### src/sv/led_pkg.sv
package led_pkg;

  localparam int SampleW = 16;
  localparam int YW      = 48;
  localparam int EnergyW = 64;
  localparam int CountW  = 17;
  localparam int ThrW    = 32;
  localparam int MaxWindow = 65536;
  localparam int QDepth  = 2;

  localparam logic [CountW-1:0] MaxWindowC = CountW'(MaxWindow);

  // Q8.40 coefficients: b0..b2 then -a1..-a4
  localparam logic signed [63:0] FfCoef0 = 64'sd6179255;
  localparam logic signed [63:0] FfCoef1 = 64'sd24706026;
  localparam logic signed [63:0] FfCoef2 = 64'sd37053542;
  localparam logic signed [63:0] FbCoef0 = 64'sd4109314757650;
  localparam logic signed [63:0] FbCoef1 = -64'sd5768037999313;
  localparam logic signed [63:0] FbCoef2 = 64'sd3603539408873;
  localparam logic signed [63:0] FbCoef3 = -64'sd845414490597;

  localparam logic [1:0] AddrThreshold = 2'd0;

  typedef struct packed {
    logic signed [SampleW-1:0] sample;
    logic                      last;
  } item_t;

  typedef struct packed {
    logic                 detected;
    logic [EnergyW-1:0]   energy_sum;
    logic [CountW-1:0]    window_count;
  } result_t;

endpackage

### src/sv/led_front.sv
module led_front (
  input  logic                 clk,
  input  logic                 rst_n,
  input  logic                 in_valid,
  output logic                 in_ready,
  input  logic signed [15:0]   in_sample,
  input  logic                 in_last,
  output logic                 q_valid,
  input  logic                 q_ready,
  output led_pkg::item_t       q_item
);

  led_pkg::item_t mem_r [led_pkg::QDepth];
  logic           wp_r, rp_r;
  logic [1:0]     cnt_r;
  logic           push, pop;

  assign in_ready = (cnt_r != 2'(led_pkg::QDepth));
  assign push     = in_valid && in_ready;
  assign q_valid  = (cnt_r != 2'd0);
  assign pop      = q_valid && q_ready;
  assign q_item   = mem_r[rp_r];

  always_ff @(posedge clk) begin
    if (push) begin
      mem_r[wp_r].sample <= in_sample;
      mem_r[wp_r].last   <= in_last;
    end
  end

  always_ff @(posedge clk) begin
    if (!rst_n) begin
      wp_r <= 1'b0;
      rp_r <= 1'b0;
      cnt_r <= 2'd0;
    end else begin
      if (push) wp_r <= ~wp_r;
      if (pop) rp_r <= ~rp_r;
      cnt_r <= cnt_r + 2'(push) - 2'(pop);
    end
  end

endmodule

### config.mk
export PLATFORM = sky130hd
export DESIGN_NAME = led_front
export DESIGN_NICKNAME = d
export VERILOG_FILES = /design/src/sv/led_pkg.sv /design/src/sv/led_front.sv
export SDC_FILE = /design/constraint.sdc
export NUM_CORES = 1
export LEC_CHECK = 0
export ABC_AREA = 1
export BUFFER_PORTS_ARGS = -buffer_cell sky130_fd_sc_hd__clkbuf_2
export CORE_ASPECT_RATIO = 1.75
export CORE_MARGIN = 3
export CORE_UTILIZATION = 54
export CTS_BUF_LIST = sky130_fd_sc_hd__clkbuf_2
export CTS_CLUSTER_SIZE = 25
export DETAILED_ROUTE_END_ITERATION = 6
export PLACE_DENSITY = 0.78
export SYNTH_ARGS = -nofsm -noshare
export SYNTH_HDL_FRONTEND = slang
export SYNTH_SLANG_ARGS = --single-unit
### constraint.sdc
create_clock -name clk -period 2.3 [get_ports clk]
set_clock_uncertainty 0.05 [all_clocks]
set_input_delay 0.23 -clock clk [delete_from_list [all_inputs] [get_ports clk]]
set_output_delay 0.23 -clock clk [all_outputs]
set_load 0.005 [all_outputs]
==> out/qor.yml <==
status:
  status: "complete, no violations"
route:
  first_iter_violations: 21
  num_vias: 929
  avgRoutedWirePerCell_um: 15.0
  routed_wl_um: 2700
  vias_per_cell: 5.16
  drt-pass1-iter-count: 4
  ant_nets: 0
  route.detailed.drc: 0
power_and_ir_drop:
  leakage_nw: 0.834
  p_per_area_mw_per_mm2: 902
  ir_worst_vdd_v: 0.000608
  total_power_mw: 1.76
worst_setup_path:
  cp_top_family: "flip-flops"
  crit_fanout: 13
  cp.required_ps: 2020
  slowest_delay_ps: 460
  cp.arrival_ps: 1620
  worst-setup-path-type: "flip-flop to primary output"
  worst-path-buf-inv: 2
  cpMaxStageDelayCell: "dfxtp_1"
  end_kind: "primary output"
  worstPathCellList: "buf_4, mux2_2, clkbuf_2"
  cp-start-kind: "flip-flop"
sta:
  setup_viol: 0
  hold_viol: 0
  whs_ps: 103
  layout_worst_path_cycle_share_pct: 82.5
  tightest_slew_ps: 675
  fin_setup_tns_ps: 0
  fmax_mhz: 527
  drv_slew: 0
  rsz0062_at_grt: "false"
  fin_crit_ps: 1900
  slew_headroom_pct: 55.0
job:
  drv_cap: 0
grt:
  grt_pass1_vias: 971
  use_met3_pct: 6.86
  grt_first_pass_wirelength_um: 4220
  grt.busiest_layer: "met2"
  grt_max_degree: 18
  antenna_found_initial: 0
  use_met1_pct: 16.5
  grt_usage_pct: 17.3
  grt-ovfl-total: 0
  use_met2_pct: 28.9
die:
  fp.dieArea_mm2: 0.00352
  rows: 24
  die_w_um: 46.1
  core_area_mm2: 0.00258
  io_pins: 40
  initial_utilization_pct: 58.9
  die_y_um: 76.2
clock_network:
  clk-insertion-delay-late_ps: 370
  clockBufferDepth: 2
  clkSinkCount: 39
  cts_root_buf: "clkbuf_2"
  cts_tree: "done"
  clk_pin_slew_ps: 170
  htree_levels: 2
  cts-buffers-inserted: 5
finish:
  drive_above_1_share_pct: 42.2
  final_common_cell: "clkbuf_2"
  fillers: 173
  design_area_mm2: 0.00195
  num_antenna_cells: 0
  fin_nets: 176
  layout_common_cells: "clkbuf_2, edfxtp_1, dlygate4sd3_1"
  synthToLayoutAreaGrowth_pct: 28.3
synthesis:
  yosys_warnings: 0
  synth_top_family_by_area: "multiplexers"
  syn-mean-instance-area_um2: 17.1
  synth-seq-cells: 39
  synthesis.area_mm2: 0.00152
  synth_xor_area_share_pct: 0
  synth_cell_types: 12
  syn_nets: 112
  synthCells: 89
  synth_fa_ha_area_share_pct: 1.64
  synth_compound_area_share_pct: 0.658
  synth.area.mux_share_pct: 15.0
  synth-seq-area-share_pct: 73.7
  synth-simple-area-share_pct: 5.18
hold_path:
  hold_path.class: "input port to flip-flop"
placement:
  hpwl_um: 1730
  place_area_mm2: 0.00173
  gp_congestion: 0.627
  numPortBuffers: 39
[tightest hold or removal path, cell delays in order]
cell and delay (ps):
clkbuf_2 110, a21oi_1 70, nor2_1 90
[per-layer routing]
layer / vias to the layer above / wire, µm
met4: 0 / 65
met3: 6 / 218
met2: 35 / 1490
met1: 439 / 932
li1: 449 / -
met5: - / 0
[registers in the layout, summed over array words and instances, names as in the netlist, named ones only]
name and flops:
mem_r 34, cnt_r 2, rp_r 1, wp_r 1
[final cells by class]
cell class,instances,area [µm²],area share (%)
flip-flops and latches,39,1120,57.4
inverters,7,26.3,1.35
clock inverters,2,8.76,0.449
repair buffers,59,390,20.0
multi-input cells,41,343,17.6
clock buffers,6,30.0,1.54
well taps,26,32.5,1.67
[worst paths after layout]
check	from	to	slack, ps	depth (start not counted)
setup / recovery	flip-flop	q_item[3]	400	3
hold / removal	in_valid	wp_r$_SDFFE_PN0N_	100	3
setup reg to reg	cnt_r[0]$_SDFF_PN0_	cnt_r[1]$_SDFF_PN0_	660	10
hold reg to reg	rp_r$_SDFFE_PN0P_	rp_r$_SDFFE_PN0P_	490	2
[cells in the mapped netlist]
| cell | instances | area share (%) |
|---|---|---|
| edfxtp_1 | 34 | 67 |
| mux2_4 | 10 | 9.9 |
| nand2_1 | 9 | 2.2 |
| nor2_1 | 8 | 2.0 |
| inv_1 | 7 | 1.7 |
| mux2_2 | 7 | 5.2 |
| dfxtp_1 | 5 | 6.6 |
| nand3_1 | 3 | 0.99 |
| a21oi_1 | 2 | 0.66 |
| ha_1 | 2 | 1.6 |
| buf_12 | 1 | 1.3 |
| buf_6 | 1 | 0.74 |
[where the power goes]
part	internal, mW	switching (mW)
Combinational	0.281	0.253
Sequential	0.900	0.0513
Clock	0.0747	0.200
[through the flow]
stage               instances  worst slack [ps]  utilization (%)
global route              180               291             75.6
finish                    180               404             75.6
detailed placement        154               661             67.1
CTS                       180               359             75.6
floorplan                  89               542                -
global placement          154               813             67.1
[what timing repair did]
item                                   in CTS  in global routing
setup buffers                               0                  0
hold buffers                               18                  0
gates resized for setup                     0                  0
endpoints found under the hold margin      35                  0
[cells by family after synthesis]
group,count (synthesis)
DFF,39
and+or+nand+nor,20
muxes,17
buffers and inverters,9
AOI/OAI and AO/OA,2
adders and majority gates,2
(Power assumes the default switching activity.)
